===== src/rtl/sspr_pkg.sv =====
// ---------------------------------------------------------------------------
// sspr_pkg
// shared types and codes of the servo status packet receiver
// ---------------------------------------------------------------------------
package sspr_pkg;

   // request kinds
   localparam logic [1:0] KIND_BYTE  = 2'd0;
   localparam logic [1:0] KIND_TICK  = 2'd1;
   localparam logic [1:0] KIND_START = 2'd2;

   // result kinds
   localparam logic RESULT_PAYLOAD = 1'b0;
   localparam logic RESULT_STATUS  = 1'b1;

   // final status codes
   localparam logic [2:0] ST_OK       = 3'd0;
   localparam logic [2:0] ST_TIMEOUT  = 3'd1;
   localparam logic [2:0] ST_ID       = 3'd2;
   localparam logic [2:0] ST_LENGTH   = 3'd3;
   localparam logic [2:0] ST_SERVO    = 3'd4;
   localparam logic [2:0] ST_CHECKSUM = 3'd5;

   // csr indexes
   localparam logic [1:0] CSR_EXPECTED_ID     = 2'd0;
   localparam logic [1:0] CSR_PAYLOAD_LENGTH  = 2'd1;
   localparam logic [1:0] CSR_TIMEOUT_TICKS   = 2'd2;

   localparam logic [7:0]  SYNC_BYTE           = 8'hFF;
   localparam logic [7:0]  RESET_EXPECTED_ID   = 8'd1;
   localparam logic [7:0]  RESET_PAYLOAD_LEN   = 8'd0;
   localparam logic [15:0] RESET_TIMEOUT_TICKS = 16'd100;
   localparam logic [15:0] TICKS_MAX           = 16'hFFFF;

   typedef struct packed {
      logic [7:0]  expected_id;
      logic [7:0]  expected_payload_length;
      logic [15:0] timeout_ticks;
   } sspr_config_type;

   typedef struct packed {
      logic       valid;
      logic       result_kind;
      logic [7:0] payload_byte;
      logic [7:0] payload_index;
      logic [2:0] status;
      logic       is_last;
   } sspr_result_type;

endpackage


===== src/rtl/sspr_parser.sv =====
// ---------------------------------------------------------------------------
// sspr_parser
// packet parser state and per-transaction decode
// ---------------------------------------------------------------------------
module sspr_parser (
   input  logic                      clock,
   input  logic                      reset,
   input  logic                      advance,
   input  logic [1:0]                kind,
   input  logic [7:0]                rx_byte,
   input  sspr_pkg::sspr_config_type cfg,
   output sspr_pkg::sspr_result_type result
);

   typedef enum logic [2:0] {
      PH_IDLE, PH_HUNT, PH_ID, PH_LEN, PH_ERR, PH_PAY, PH_SUM
   } phase_type;

   phase_type   phase_ff, phase_in;
   logic        prev_was_ff_ff, prev_was_ff_in;
   logic [7:0]  sum_ff, sum_in;
   logic [7:0]  count_ff, count_in;
   logic [15:0] ticks_ff, ticks_in;

   logic [15:0] ticks_next;
   logic [7:0]  count_next;
   logic [8:0]  length_needed;
   logic        is_sync;

   assign ticks_next    = (ticks_ff != sspr_pkg::TICKS_MAX) ? ticks_ff + 16'd1 : ticks_ff;
   assign count_next    = count_ff + 8'd1;
   assign length_needed = {1'b0, cfg.expected_payload_length} + 9'd2;
   assign is_sync       = (rx_byte == sspr_pkg::SYNC_BYTE);

   always_comb begin
      phase_in       = phase_ff;
      prev_was_ff_in = prev_was_ff_ff;
      sum_in         = sum_ff;
      count_in       = count_ff;
      ticks_in       = ticks_ff;
      result         = '0;

      if (kind == sspr_pkg::KIND_START) begin
         phase_in       = PH_HUNT;
         prev_was_ff_in = 1'b0;
         sum_in         = '0;
         count_in       = '0;
         ticks_in       = '0;
         if (cfg.timeout_ticks == '0) begin
            phase_in       = PH_IDLE;
            result.valid       = 1'b1;
            result.result_kind = sspr_pkg::RESULT_STATUS;
            result.status      = sspr_pkg::ST_TIMEOUT;
            result.is_last     = 1'b1;
         end
      end else if (phase_ff != PH_IDLE && kind == sspr_pkg::KIND_TICK) begin
         ticks_in = ticks_next;
         if (ticks_next >= cfg.timeout_ticks) begin
            phase_in           = PH_IDLE;
            result.valid       = 1'b1;
            result.result_kind = sspr_pkg::RESULT_STATUS;
            result.status      = sspr_pkg::ST_TIMEOUT;
            result.is_last     = 1'b1;
         end
      end else if (phase_ff != PH_IDLE && kind == sspr_pkg::KIND_BYTE) begin
         unique case (phase_ff)
            PH_HUNT: begin
               if (prev_was_ff_ff && is_sync) begin
                  phase_in = PH_ID;
               end else begin
                  prev_was_ff_in = is_sync;
               end
            end
            PH_ID: begin
               if (rx_byte != cfg.expected_id) begin
                  phase_in      = PH_IDLE;
                  result.valid  = 1'b1;
                  result.status = sspr_pkg::ST_ID;
               end else begin
                  sum_in   = rx_byte;
                  phase_in = PH_LEN;
               end
            end
            PH_LEN: begin
               if ({1'b0, rx_byte} != length_needed) begin
                  phase_in      = PH_IDLE;
                  result.valid  = 1'b1;
                  result.status = sspr_pkg::ST_LENGTH;
               end else begin
                  sum_in   = sum_ff + rx_byte;
                  phase_in = PH_ERR;
               end
            end
            PH_ERR: begin
               if (rx_byte != '0) begin
                  phase_in      = PH_IDLE;
                  result.valid  = 1'b1;
                  result.status = sspr_pkg::ST_SERVO;
               end else begin
                  phase_in = (cfg.expected_payload_length == '0) ? PH_SUM : PH_PAY;
               end
            end
            PH_PAY: begin
               result.valid         = 1'b1;
               result.result_kind   = sspr_pkg::RESULT_PAYLOAD;
               result.payload_byte  = rx_byte;
               result.payload_index = count_ff;
               sum_in   = sum_ff + rx_byte;
               count_in = count_next;
               if (count_next >= cfg.expected_payload_length) begin
                  phase_in = PH_SUM;
               end
            end
            PH_SUM: begin
               phase_in      = PH_IDLE;
               result.valid  = 1'b1;
               result.status = (rx_byte == ~sum_ff) ? sspr_pkg::ST_OK
                                                     : sspr_pkg::ST_CHECKSUM;
            end
            default: begin
               phase_in = PH_IDLE;
            end
         endcase
         // every failure or checksum verdict is a final status
         if (result.valid && phase_ff != PH_PAY) begin
            result.result_kind = sspr_pkg::RESULT_STATUS;
            result.is_last     = 1'b1;
         end
      end
   end

   always_ff @(posedge clock) begin
      if (reset) begin
         phase_ff       <= PH_IDLE;
         prev_was_ff_ff <= 1'b0;
         sum_ff         <= '0;
         count_ff       <= '0;
         ticks_ff       <= '0;
      end else if (advance) begin
         phase_ff       <= phase_in;
         prev_was_ff_ff <= prev_was_ff_in;
         sum_ff         <= sum_in;
         count_ff       <= count_in;
         ticks_ff       <= ticks_in;
      end
   end

endmodule


===== src/rtl/servo_status_packet_receiver.sv =====
// ---------------------------------------------------------------------------
// servo_status_packet_receiver
// receives a servo-bus status packet byte by byte, streams its payload
// and ends each transfer with one status transaction
// ---------------------------------------------------------------------------
//
//   channel | ports                         | direction
//   --------+-------------------------------+-----------
//   req     | req_valid/req_stall, kind,    | in
//           | rx_byte                       |
//   rsp     | rsp_valid/rsp_stall, kind,    | out
//           | byte, index, status, is_last  |
//   csr     | csr_write_enable/index/data   | in
//
// one transaction per cycle sustained while the response is not stalled;
// a request is held in the input register and its result appears in the
// response register the cycle after it is decoded by the parser
// reset is synchronous and active high; it restores the csr defaults and
// leaves the parser idle, waiting for a start transaction
// a stalled response holds the parser; an empty input register still takes
// one more request, then req_stall rises until the response is taken
// ---------------------------------------------------------------------------
module servo_status_packet_receiver (
   input  logic        clock,
   input  logic        reset,

   input  logic        req_valid,
   output logic        req_stall,
   input  logic [1:0]  req_kind,
   input  logic [7:0]  req_rx_byte,

   output logic        rsp_valid,
   input  logic        rsp_stall,
   output logic        rsp_result_kind,
   output logic [7:0]  rsp_payload_byte,
   output logic [7:0]  rsp_payload_index,
   output logic [2:0]  rsp_status,
   output logic        rsp_is_last,

   input  logic        csr_write_enable,
   input  logic [1:0]  csr_index,
   input  logic [15:0] csr_write_data
);

   // configuration registers
   sspr_pkg::sspr_config_type cfg_ff;

   // input register
   logic       in_valid_ff;
   logic [1:0] in_kind_ff;
   logic [7:0] in_byte_ff;

   // response register
   logic       out_valid_ff;
   logic       out_kind_ff;
   logic [7:0] out_byte_ff;
   logic [7:0] out_index_ff;
   logic [2:0] out_status_ff;
   logic       out_last_ff;

   sspr_pkg::sspr_result_type result;
   logic out_free;
   logic advance;

   // the response register can take a new result when empty or being drained
   assign out_free  = !out_valid_ff || !rsp_stall;
   // the held request is decoded once the result has somewhere to go
   assign advance   = in_valid_ff && out_free;
   assign req_stall = in_valid_ff && !out_free;

   always_ff @(posedge clock) begin
      if (reset) begin
         cfg_ff.expected_id             <= sspr_pkg::RESET_EXPECTED_ID;
         cfg_ff.expected_payload_length <= sspr_pkg::RESET_PAYLOAD_LEN;
         cfg_ff.timeout_ticks           <= sspr_pkg::RESET_TIMEOUT_TICKS;
      end else if (csr_write_enable) begin
         unique case (csr_index)
            sspr_pkg::CSR_EXPECTED_ID:
               cfg_ff.expected_id <= csr_write_data[7:0];
            sspr_pkg::CSR_PAYLOAD_LENGTH:
               cfg_ff.expected_payload_length <= csr_write_data[7:0];
            sspr_pkg::CSR_TIMEOUT_TICKS:
               cfg_ff.timeout_ticks <= csr_write_data;
            default: begin
               // unmapped index, write dropped
            end
         endcase
      end
   end

   // input register: refills whenever it is not held back
   always_ff @(posedge clock) begin
      if (reset) begin
         in_valid_ff <= 1'b0;
      end else if (!req_stall) begin
         in_valid_ff <= req_valid;
      end
   end

   always_ff @(posedge clock) begin
      if (!req_stall && req_valid) begin
         in_kind_ff <= req_kind;
         in_byte_ff <= req_rx_byte;
      end
   end

   sspr_parser u_parser (
      .clock   (clock),
      .reset   (reset),
      .advance (advance),
      .kind    (in_kind_ff),
      .rx_byte (in_byte_ff),
      .cfg     (cfg_ff),
      .result  (result)
   );

   // response register: loaded only by requests that produce a result
   always_ff @(posedge clock) begin
      if (reset) begin
         out_valid_ff <= 1'b0;
      end else if (out_free) begin
         out_valid_ff <= advance && result.valid;
      end
   end

   always_ff @(posedge clock) begin
      if (advance && result.valid) begin
         out_kind_ff   <= result.result_kind;
         out_byte_ff   <= result.payload_byte;
         out_index_ff  <= result.payload_index;
         out_status_ff <= result.status;
         out_last_ff   <= result.is_last;
      end
   end

   assign rsp_valid         = out_valid_ff;
   assign rsp_result_kind   = out_kind_ff;
   assign rsp_payload_byte  = out_byte_ff;
   assign rsp_payload_index = out_index_ff;
   assign rsp_status        = out_status_ff;
   assign rsp_is_last       = out_last_ff;

   // a final status always closes the transfer
   a_status_is_last: assert property (@(posedge clock) disable iff (reset)
      (out_valid_ff && out_kind_ff == sspr_pkg::RESULT_STATUS) |-> out_last_ff)
      else $error("status transaction without is_last");

   // payload transactions carry no status and never end the transfer
   a_payload_clean: assert property (@(posedge clock) disable iff (reset)
      (out_valid_ff && out_kind_ff == sspr_pkg::RESULT_PAYLOAD)
         |-> (out_status_ff == sspr_pkg::ST_OK && !out_last_ff))
      else $error("payload transaction with status or is_last");

   // a held response is never overwritten by the parser
   a_no_overwrite: assert property (@(posedge clock) disable iff (reset)
      (out_valid_ff && rsp_stall) |-> !advance)
      else $error("parser advanced over a stalled response");

endmodule

===== config.mk =====
export PLATFORM = sky130hd
export DESIGN_NAME = servo_status_packet_receiver
export DESIGN_NICKNAME = d
export VERILOG_FILES = /design/src/rtl/sspr_pkg.sv /design/src/rtl/sspr_parser.sv /design/src/rtl/servo_status_packet_receiver.sv
export SDC_FILE = /design/constraint.sdc
export NUM_CORES = 1
export LEC_CHECK = 0
export ABC_CLOCK_PERIOD_IN_PS = 4600
export BUFFER_PORTS_ARGS = -buffer_cell sky130_fd_sc_hd__buf_2
export CORE_ASPECT_RATIO = 0.6
export CORE_MARGIN = 3
export CORE_UTILIZATION = 39
export DETAILED_ROUTE_END_ITERATION = 7
export MAX_ROUTING_LAYER = met4
export PLACE_DENSITY = 0.66
export SYNTH_ARGS = -nofsm -noshare
export SYNTH_HDL_FRONTEND = slang
export SYNTH_SLANG_ARGS = --single-unit

===== constraint.sdc =====
create_clock -name clock -period 4.6 [get_ports clock]
set_clock_uncertainty 0.15 [all_clocks]
set_input_delay 0.92 -clock clock [delete_from_list [all_inputs] [get_ports clock]]
set_output_delay 0.92 -clock clock [all_outputs]
set_load 0.03 [all_outputs]

==> results.yml, run 1 <==
synth:
  yosysTopAreaCell: "dfxtp_1"
  ys_ff_latch: 100
  ys_seq_area_share_pct: 38.8
  synth_area_per_cell_um2: 8.86
  synthFlopType: "dfxtp_1"
  syn-instance-count: 670
  synth-edff-count: 30
  synth.distinct_cells: 77
  synth_top_area_share_pct: 23.6
  netlist_area_mm2: 0.00594
  yosysWarnings: 0
  synth_area_leaders: "dfxtp_1, edfxtp_1, ha_1"
  synthArstFlopShare_pct: 0
  syn-num-nets: 738
critical_path:
  r2r_slack_ns: 0.46
  crit_path_end_kind: "flip-flop"
  r2r-end: "rsp_status[2]"
  r2r_start: "u_parser.ticks_ff[3]"
  required_ns: 4.53
  worstPathMaxFanout: 20
  critPathKind: "flip-flop to flip-flop"
  reg2regPathDepth: 13
  start_kind: "flip-flop"
  cp.arrival_ns: 4.07
hold_path:
  hold_path_end: "cfg_ff[11]"
  hold_depth: 2
  min_from: "cfg_ff[11]"
  hp-class: "flip-flop to flip-flop"
sta:
  slew-limit-headroom_pct: 30.6
  rsz0062_at_grt: "no"
  finalCritPeriodShare_pct: 90.1
  setup_violations: 0
  tightest_slew_ns: 1.04
  hold_violations: 0
  max_freq_mhz: 241
  setup_tns_ns: 0
  fin_crit_ns: 4.14
  finalMaxSlewViolations: 0
  timing.hold.ws_ns: 0.326
clocking:
  clkLatencyLatePin_ns: 0.35
  numCtsBuffers: 9
  cts_hold_buf: 0
  cts.sinks: 100
  cts_tree: "done"
  path_clk_slew_ns: 0.08
  post_cts_buffers: 0
  cts_resized: 0
  max-clock-path-buffers: 2
  cts_root_buffer: "clkbuf_16"
  htreeDepth: 3
final_layout:
  fin_nets: 778
  layout-drive-gt1-share_pct: 13.6
  final_util_pct: 45.0
  diodes: 0
  syn_to_final_growth_pct: 11.3
grt:
  overflow: 0
  track_usage_pct: 19.8
  grt_pass1_wl_mm: 25.0
  grt_max_degree: 35
  grt_antenna_before_repair: 0
  first_global_vias: 4575
route:
  drt-total-wl_mm: 16.0
  via_per_inst: 5.64
  drc: 0
  num_vias: 5149
  final_antenna_net_count: 0
  dr.pass1.iters: 5
  drtIter0Drc: 456
  wl_per_cell_um: 17.5
place:
  hpwlAfterDp_mm: 11.9
  port_buffers: 55
  gp_congestion: 0.986
run_status:
  status: "finished, final reports clean"
power_and_ir_drop:
  irDropWorstVdd_uv: 228
  power.leakage_nw: 2.72
  cellPowerDensity_mw_per_mm2: 285
die:
  ios: 56
  core_mm2: 0.0147
  die_w_um: 165
  die_area_mm2: 0.0168
  start_util_pct: 40.5
  die_h_um: 102
  fp-row-count: 34
job:
  max-cap-violations: 0
[cell usage after synthesis, drive strengths merged, types with 15 or more instances]
| library cell | instances |
|---|---|
| nand3 | 24 |
| clkbuf | 21 |
| xor2 | 21 |
| dfxtp | 70 |
| ha | 34 |
| a21oi | 52 |
| and3 | 24 |
| nor2 | 62 |
| xnor2 | 15 |
| a31oi | 15 |
| mux2i | 20 |
| edfxtp | 30 |
| o21ai | 31 |
| inv | 31 |
| nand2 | 67 |
[flip-flops by register name, summed over array words and instances (netlist names), 3 cells and up]
signal and cells:
rsp_payload_byte 8, u_parser.sum_ff 8, u_parser.count_ff 8, cfg_ff 32, u_parser.ticks_ff 16, u_parser.phase_ff 3, rsp_payload_index 8, rsp_status 3
in_byte_ff 8
[cells by family after synthesis]
| logic type | after synthesis | synth area share (%) |
|---|---|---|
| AOI/OAI and AO/OA | 158 | 17.0 |
| xor gates and xnor gates | 36 | 5.31 |
| adders and majority gates | 35 | 7.50 |
| buffers and inverters | 62 | 5.46 |
| DFF | 100 | 38.8 |
| muxes | 22 | 3.75 |
| and+or+nand+nor | 257 | 22.2 |
[worst max-delay path: stages (launching register included)]
cell and delay (ns):
dfxtp_1 0.39, and4_1 0.21, and3_1 0.31, a31oi_1 0.60, nand3_1 0.19, xnor2_1 0.26, ha_1 0.29, a211oi_1 0.22
o21ai_0 0.12, a41oi_1 0.31, o22ai_1 0.19, o31ai_2 0.34, inv_1 0.07, buf_4 0.22
[placed cells by master, fill, tap and decap left out, drive strengths merged, types with 12 or more instances in the layout]
master,n
dfxtp,70
nand2,67
nor2,62
buf,60
a21oi,52
inv,35
ha,34
o21ai,31
edfxtp,30
and3,24
nand3,24
xor2,21
mux2i,20
xnor2,15
a31oi,15
nand4,12
[power by group]
group	leakage, nW	internal [W]	switching, W	total [W]
Clock	0.155	0.000416	0.000370	0.000786
Combinational	1.68	0.0000570	0.0000883	0.000145
Sequential	0.877	0.000922	0.0000297	0.000952
[metrics by stage]
stage / instance area [µm²] / std cells / worst slack [ns] / power (W)
after floorplan: 5940 / 670 / 0.923 / 0.00106
after global placement: 6300 / 897 / 0.748 / 0.00111
after detailed placement: 6300 / 897 / 0.605 / 0.00111
after CTS: 6610 / 913 / 0.513 / 0.00189
after global routing: 6610 / 913 / 0.172 / 0.00195
final: 6610 / 913 / 0.457 / 0.00188
[metal layers]
metal	routed length, µm	GRT usage, %
met1	8400	31.5
met2	5980	24.4
met3	1440	5.03
met4	151	3.71
met5	0	-
[how the worst max path moves through the flow]
stage	start	to	slack, ns	cells after the start
5_1_grt	u_parser.ticks_ff[3]	rsp_payload_index[1]	0.17	13
3_5_place_dp	u_parser.ticks_ff[3]	rsp_payload_index[6]	0.60	13
6_report	u_parser.ticks_ff[3]	rsp_status[2]	0.46	13
3_3_place_gp	u_parser.ticks_ff[6]	rsp_payload_byte[4]	0.75	13
2_1_floorplan	u_parser.ticks_ff[0]	rsp_payload_byte[0]	0.92	14
4_1_cts	u_parser.ticks_ff[3]	rsp_payload_byte[0]	0.51	13
[final cells by class]
cell class / count / area, µm²
fillers: 1434 / 8070
multi-input cells: 508 / 3320
flip-flops and latches: 100 / 2300
repair buffers: 60 / 313
clock buffers: 10 / 250
well taps: 198 / 248
inverters: 31 / 116
clock inverters: 6 / 61.3
Note: power is estimated with default switching activity, not from simulation.
==> inputs of run 2 (changes only) <==
--- a/config.mk
+++ b/config.mk
@@ -5,14 +5,14 @@
 export SDC_FILE = /design/constraint.sdc
 export NUM_CORES = 1
 export LEC_CHECK = 0
-export ABC_CLOCK_PERIOD_IN_PS = 4600
+export ABC_CLOCK_PERIOD_IN_PS = 4400
 export BUFFER_PORTS_ARGS = -buffer_cell sky130_fd_sc_hd__buf_2
 export CORE_ASPECT_RATIO = 0.6
 export CORE_MARGIN = 3
 export CORE_UTILIZATION = 39
 export DETAILED_ROUTE_END_ITERATION = 7
 export MAX_ROUTING_LAYER = met4
-export PLACE_DENSITY = 0.66
+export PLACE_DENSITY_LB_ADDON = 0.05
 export SYNTH_ARGS = -nofsm -noshare
 export SYNTH_HDL_FRONTEND = slang
 export SYNTH_SLANG_ARGS = --single-unit
==> constraint.sdc (replaced) <==
create_clock -name clock -period 4.4 [get_ports clock]
set_clock_uncertainty 0.15 [all_clocks]
set_input_delay 0.88 -clock clock [delete_from_list [all_inputs] [get_ports clock]]
set_output_delay 0.88 -clock clock [all_outputs]
set_load 0.03 [all_outputs]
==> run 2 against run 1 <==
  * Core utilization barely moved
  * First-iteration DRC count decreased by 21%
  * Critical path depth increased by 1
  * Combinational power increased by 3%
  * Sequential share of layout area barely moved
  * Critical path type unchanged
  * Critical endpoint is now rsp_payload_byte[0]
  * Largest power group unchanged
  * Highest routed layer unchanged
==> results.yml, run 2 (synthesis gave the netlist of run 1 again) <==
clocking:
  cts_tree: "done"
  cts_root_buffer: "clkbuf_16"
  cts_resized: 0
  post_cts_buffers: 0
  clkLatencyLatePin_ns: 0.34
  htreeDepth: 3
  max-clock-path-buffers: 2
  path_clk_slew_ns: 0.07
  cts_hold_buf: 0
  numCtsBuffers: 9
  cts.sinks: 100
die:
  ios: 56
  start_util_pct: 40.5
  fp-row-count: 34
  die_h_um: 102
  core_mm2: 0.0147
  die_area_mm2: 0.0168
  die_w_um: 165
power_and_ir_drop:
  power_w: 0.00193
  irDropWorstVdd_uv: 170
  power.leakage_nw: 2.71
  p_comb_share_pct: 7.8
  p_sw_share_pct: 24.5
  clkPwrFrac_pct: 40.6
  seqPwrFrac_pct: 51.7
  p_int_w: 0.00146
  p_switching_w: 0.000473
  cellPowerDensity_mw_per_mm2: 292
final_layout:
  reg_top3: "cfg_ff x32, u_parser.ticks_ff x16"
  largest_reg_flops: 32
  layout-drive-gt1-share_pct: 13.7
  diodes: 0
  fin_area_mm2: 0.00660
  layout_commonest_cell: "dfxtp_1"
  syn_to_final_growth_pct: 11.2
  regMostFlops: "cfg_ff"
  fin_nets: 779
  final_cell_mix: "dfxtp_1, nand2_1, nor2_1, buf_2, a21oi_1"
sta:
  finalCritPeriodShare_pct: 90.8
  rsz0062_at_grt: "no"
  hold_violations: 0
  setup_tns_ns: 0
  tightest_slew_ns: 1.03
  finalMaxSlewViolations: 0
  timing.hold.ws_ns: 0.327
  max_freq_mhz: 250
  fin_crit_ns: 3.99
  fin_ws_ns: 0.406
  slew-limit-headroom_pct: 30.9
  setup_violations: 0
critical_path:
  critPathKind: "flip-flop to flip-flop"
  crit_path_end_kind: "flip-flop"
  required_ns: 4.27
  r2r_slack_ns: 0.41
  cp.arrival_ns: 3.87
  worstPathMaxFanout: 20
  start_kind: "flip-flop"
grt:
  grt_max_degree: 53
  track_usage_pct: 20.3
  grt_pass1_wl_mm: 25.7
  overflow: 0
  grt_antenna_before_repair: 0
  first_global_vias: 4704
route:
  drt-total-wl_mm: 16.2
  drtIter0Drc: 361
  dr.pass1.iters: 5
  wl_per_cell_um: 17.8
  drc: 0
  final_antenna_net_count: 0
  via_per_inst: 5.56
  num_vias: 5078
run_status:
  status: "finished, final reports clean"
place:
  pre_cts_ws_ns: 0.429
  hpwlAfterDp_mm: 11.9
  gp_congestion: 0.951
  port_buffers: 55
  placed_cell_area_mm2: 0.00630
hold_path:
  hp-class: "flip-flop to flip-flop"
job:
  max-cap-violations: 0
[run 2: changes by cell type in the layout (fill, tap and decap cells not counted), sizes merged]
cell,delta
inv,-4
clkbuf,+3
buf,+1
clkinvlp,+1
[run 2: final cells by class]
| cell class | instances | area (µm²) |
|---|---|---|
| Sequential cell | 100 | 2300 |
| Timing Repair Buffer | 61 | 320 |
| Clock buffer | 13 | 270 |
| Inverter | 31 | 116 |
| Fill cell | 1434 | 8070 |
| Clock inverter | 3 | 21.3 |
| Tap cell | 198 | 248 |
| Multi-Input combinational cell | 508 | 3320 |
[run 2: worst max-delay path: stages, from the launching register on]
cell	delay [ns]
dfxtp_1	0.47
and4_1	0.26
and3_1	0.37
nand3_1	0.19
nor3_1	0.36
a21oi_1	0.16
a31oi_1	0.28
ha_1	0.19
nand4_1	0.07
a21o_1	0.18
or2_2	0.27
o22ai_1	0.23
o31ai_2	0.14
inv_1	0.06
buf_4	0.26
[run 2: through the flow]
stage                     utilization (%)  std cells
final                                45.0        914
after global routing                 45.0        914
after CTS                            44.9        914
after detailed placement             42.9        898
after global placement               42.9        898
after floorplan                         -        670
[run 2: power by group through the flow]
stage	Combinational, W	Sequential [W]	Clock (W)
global placement	0.000146	0.00102	0
detailed placement	0.000149	0.00102	0
CTS	0.000150	0.000995	0.000804
floorplan	0.000109	0.00100	0
global route	0.000168	0.000998	0.000839
finish	0.000150	0.000996	0.000782
[run 2: worst paths after layout]
| kind | from | endpoint | depth (start not counted) |
|---|---|---|---|
| max reg2reg | u_parser.ticks_ff[3] | rsp_payload_byte[0] | 14 |
| min | cfg_ff[14] | cfg_ff[14] | 2 |
| max | u_parser.ticks_ff[3] | rsp_payload_byte[0] | 14 |
| min reg2reg | cfg_ff[14] | cfg_ff[14] | 2 |
[run 2: per-layer routing]
| layer | vias up | wire length, µm | track usage [%] |
|---|---|---|---|
| li1 | 2501 | - | - |
| met1 | 2408 | 8970 | 32.6 |
| met2 | 157 | 6200 | 26.0 |
| met3 | 12 | 920 | 3.68 |
| met4 | 0 | 150 | 3.26 |
| met5 | - | 0 | - |
==> inputs of run 3 (changes only) <==
--- a/config.mk
+++ b/config.mk
@@ -7,9 +7,10 @@
 export LEC_CHECK = 0
 export ABC_CLOCK_PERIOD_IN_PS = 4400
 export BUFFER_PORTS_ARGS = -buffer_cell sky130_fd_sc_hd__buf_2
+export CAP_MARGIN = 20
 export CORE_ASPECT_RATIO = 0.6
 export CORE_MARGIN = 3
-export CORE_UTILIZATION = 39
+export CORE_UTILIZATION = 60
 export DETAILED_ROUTE_END_ITERATION = 7
 export MAX_ROUTING_LAYER = met4
 export PLACE_DENSITY_LB_ADDON = 0.05
==> run 3 against run 2 <==
  * Critical path depth up 1
  * Core utilization rose by 25 points
  * Hold slack gained 0.0039 ns
  * Sequential share of layout area increased by 0.39 points
  * Register-to-register slack worse by 0.07 ns
  * Power up 0.89%
  * Highest routed layer unchanged
==> results.yml, run 3 (synthesis gave the netlist of run 1 again) <==
final_layout:
  layout_commonest_cell: "dfxtp_1"
  diodes: 0
  fin_nets: 780
  final_cell_mix: "dfxtp_1, nand2_1, nor2_1, buf_2, a21oi_1"
  reg_top3: "cfg_ff x32, u_parser.ticks_ff x16"
  layout-drive-gt1-share_pct: 13.5
  regMostFlops: "cfg_ff"
  largest_reg_flops: 32
  syn_to_final_growth_pct: 9.92
clocking:
  htreeDepth: 3
  cts.sinks: 100
  clkLatencyLatePin_ns: 0.35
  max-clock-path-buffers: 2
  numCtsBuffers: 9
  cts_hold_buf: 0
  cts_tree: "done"
  path_clk_slew_ns: 0.07
  cts_resized: 0
  cts_root_buffer: "clkbuf_16"
  post_cts_buffers: 0
critical_path:
  r2r_slack_ns: 0.34
  required_ns: 4.27
  cp.arrival_ns: 3.93
  worstPathMaxFanout: 20
  critPathKind: "flip-flop to flip-flop"
  crit_path_end_kind: "flip-flop"
  start_kind: "flip-flop"
power_and_ir_drop:
  power.leakage_nw: 2.72
  cellPowerDensity_mw_per_mm2: 298
  irDropWorstVdd_uv: 212
grt:
  grt_use_met2_pct: 37.5
  track_usage_pct: 29.2
  grtUsageMet1_pct: 46.2
  overflow: 0
  first_global_vias: 4702
  grt_max_degree: 53
  use_met3_pct: 6.48
  grt_pass1_wl_mm: 25.2
  grt-busiest-layer: "met1"
  grt_antenna_before_repair: 0
sta:
  finalMaxSlewViolations: 0
  slew-limit-headroom_pct: 29.5
  rsz0062_at_grt: "no"
  fin_ws_ns: 0.340
  fin_crit_ns: 4.06
  hold_violations: 0
  tightest_slew_ns: 1.05
  setup_violations: 0
  finalCritPeriodShare_pct: 92.3
  max_freq_mhz: 246
  setup_tns_ns: 0
die:
  die_h_um: 83.1
  start_util_pct: 63.2
  ios: 56
  fp-row-count: 27
  core_mm2: 0.00939
  die_w_um: 134
  die_area_mm2: 0.0112
place:
  gp_congestion: 1.08
  pre_cts_ws_ns: 0.468
  port_buffers: 55
  hpwlAfterDp_mm: 11.7
route:
  final_antenna_net_count: 0
  drc: 0
  wl_per_cell_um: 18.6
  drt-total-wl_mm: 15.8
  drtIter0Drc: 580
  num_vias: 5265
  via_per_inst: 6.22
  dr.pass1.iters: 5
run_status:
  status: "finished, final reports clean"
job:
  max-cap-violations: 0
hold_path:
  hp-class: "flip-flop to flip-flop"
==> run 3: worst paths after layout <==
path / startpoint / end / cells after the start
worst max-delay path: u_parser.ticks_ff[0] / rsp_status[2] / 15
worst min-delay path: cfg_ff[1] / cfg_ff[1] / 2
worst max register to register: u_parser.ticks_ff[0] / rsp_status[2] / 15
worst min register to register: cfg_ff[1] / cfg_ff[1] / 2
==> run 3: power by group <==
group          total [W]  switching, W  internal, W
registers       0.000995     0.0000300     0.000965
logic           0.000151     0.0000913    0.0000595
clock network   0.000799      0.000345     0.000454
total            0.00195      0.000467      0.00148
==> run 3: final cells by class <==
cell class                 count  area [µm²]
clock buffer                  12         279
sequential                   100        2300
fill                         770        2860
tap                          130         163
inverter                      31         116
clock inverter                 4        27.5
multi-input combinational    508        3310
timing repair buffer          62         328
==> run 3: through the flow <==
stage               power [W]  cell area, µm²  util [%]  instances  hold WS, ns
global placement      0.00116            6220      66.3        831        0.308
floorplan             0.00111            5940         -        670        0.297
finish                0.00195            6530      69.5        847        0.331
CTS                   0.00195            6530      69.5        847        0.324
global route          0.00201            6530      69.5        847        0.350
detailed placement    0.00116            6220      66.3        831        0.314
==> run 3: critical path, stage by stage (launching register included) <==
cell and delay, ns:
dfxtp_1 0.41, ha_1 0.29, nand2_1 0.16, nor4_1 0.30, nand3_1 0.34, nand2b_1 0.23
nor2_1 0.09, xor2_1 0.15, ha_1 0.32, o2111ai_1 0.10, a21o_1 0.20, or2_2 0.27
o22ai_1 0.25, o31ai_2 0.13, inv_1 0.06, buf_4 0.27
==> run 3: per-layer routing <==
metal | share of wire, % | wire length, µm
met5 | 0 | 0
met2 | 39 | 6150
met3 | 13 | 2010
met4 | 1.6 | 250
met1 | 47 | 7390
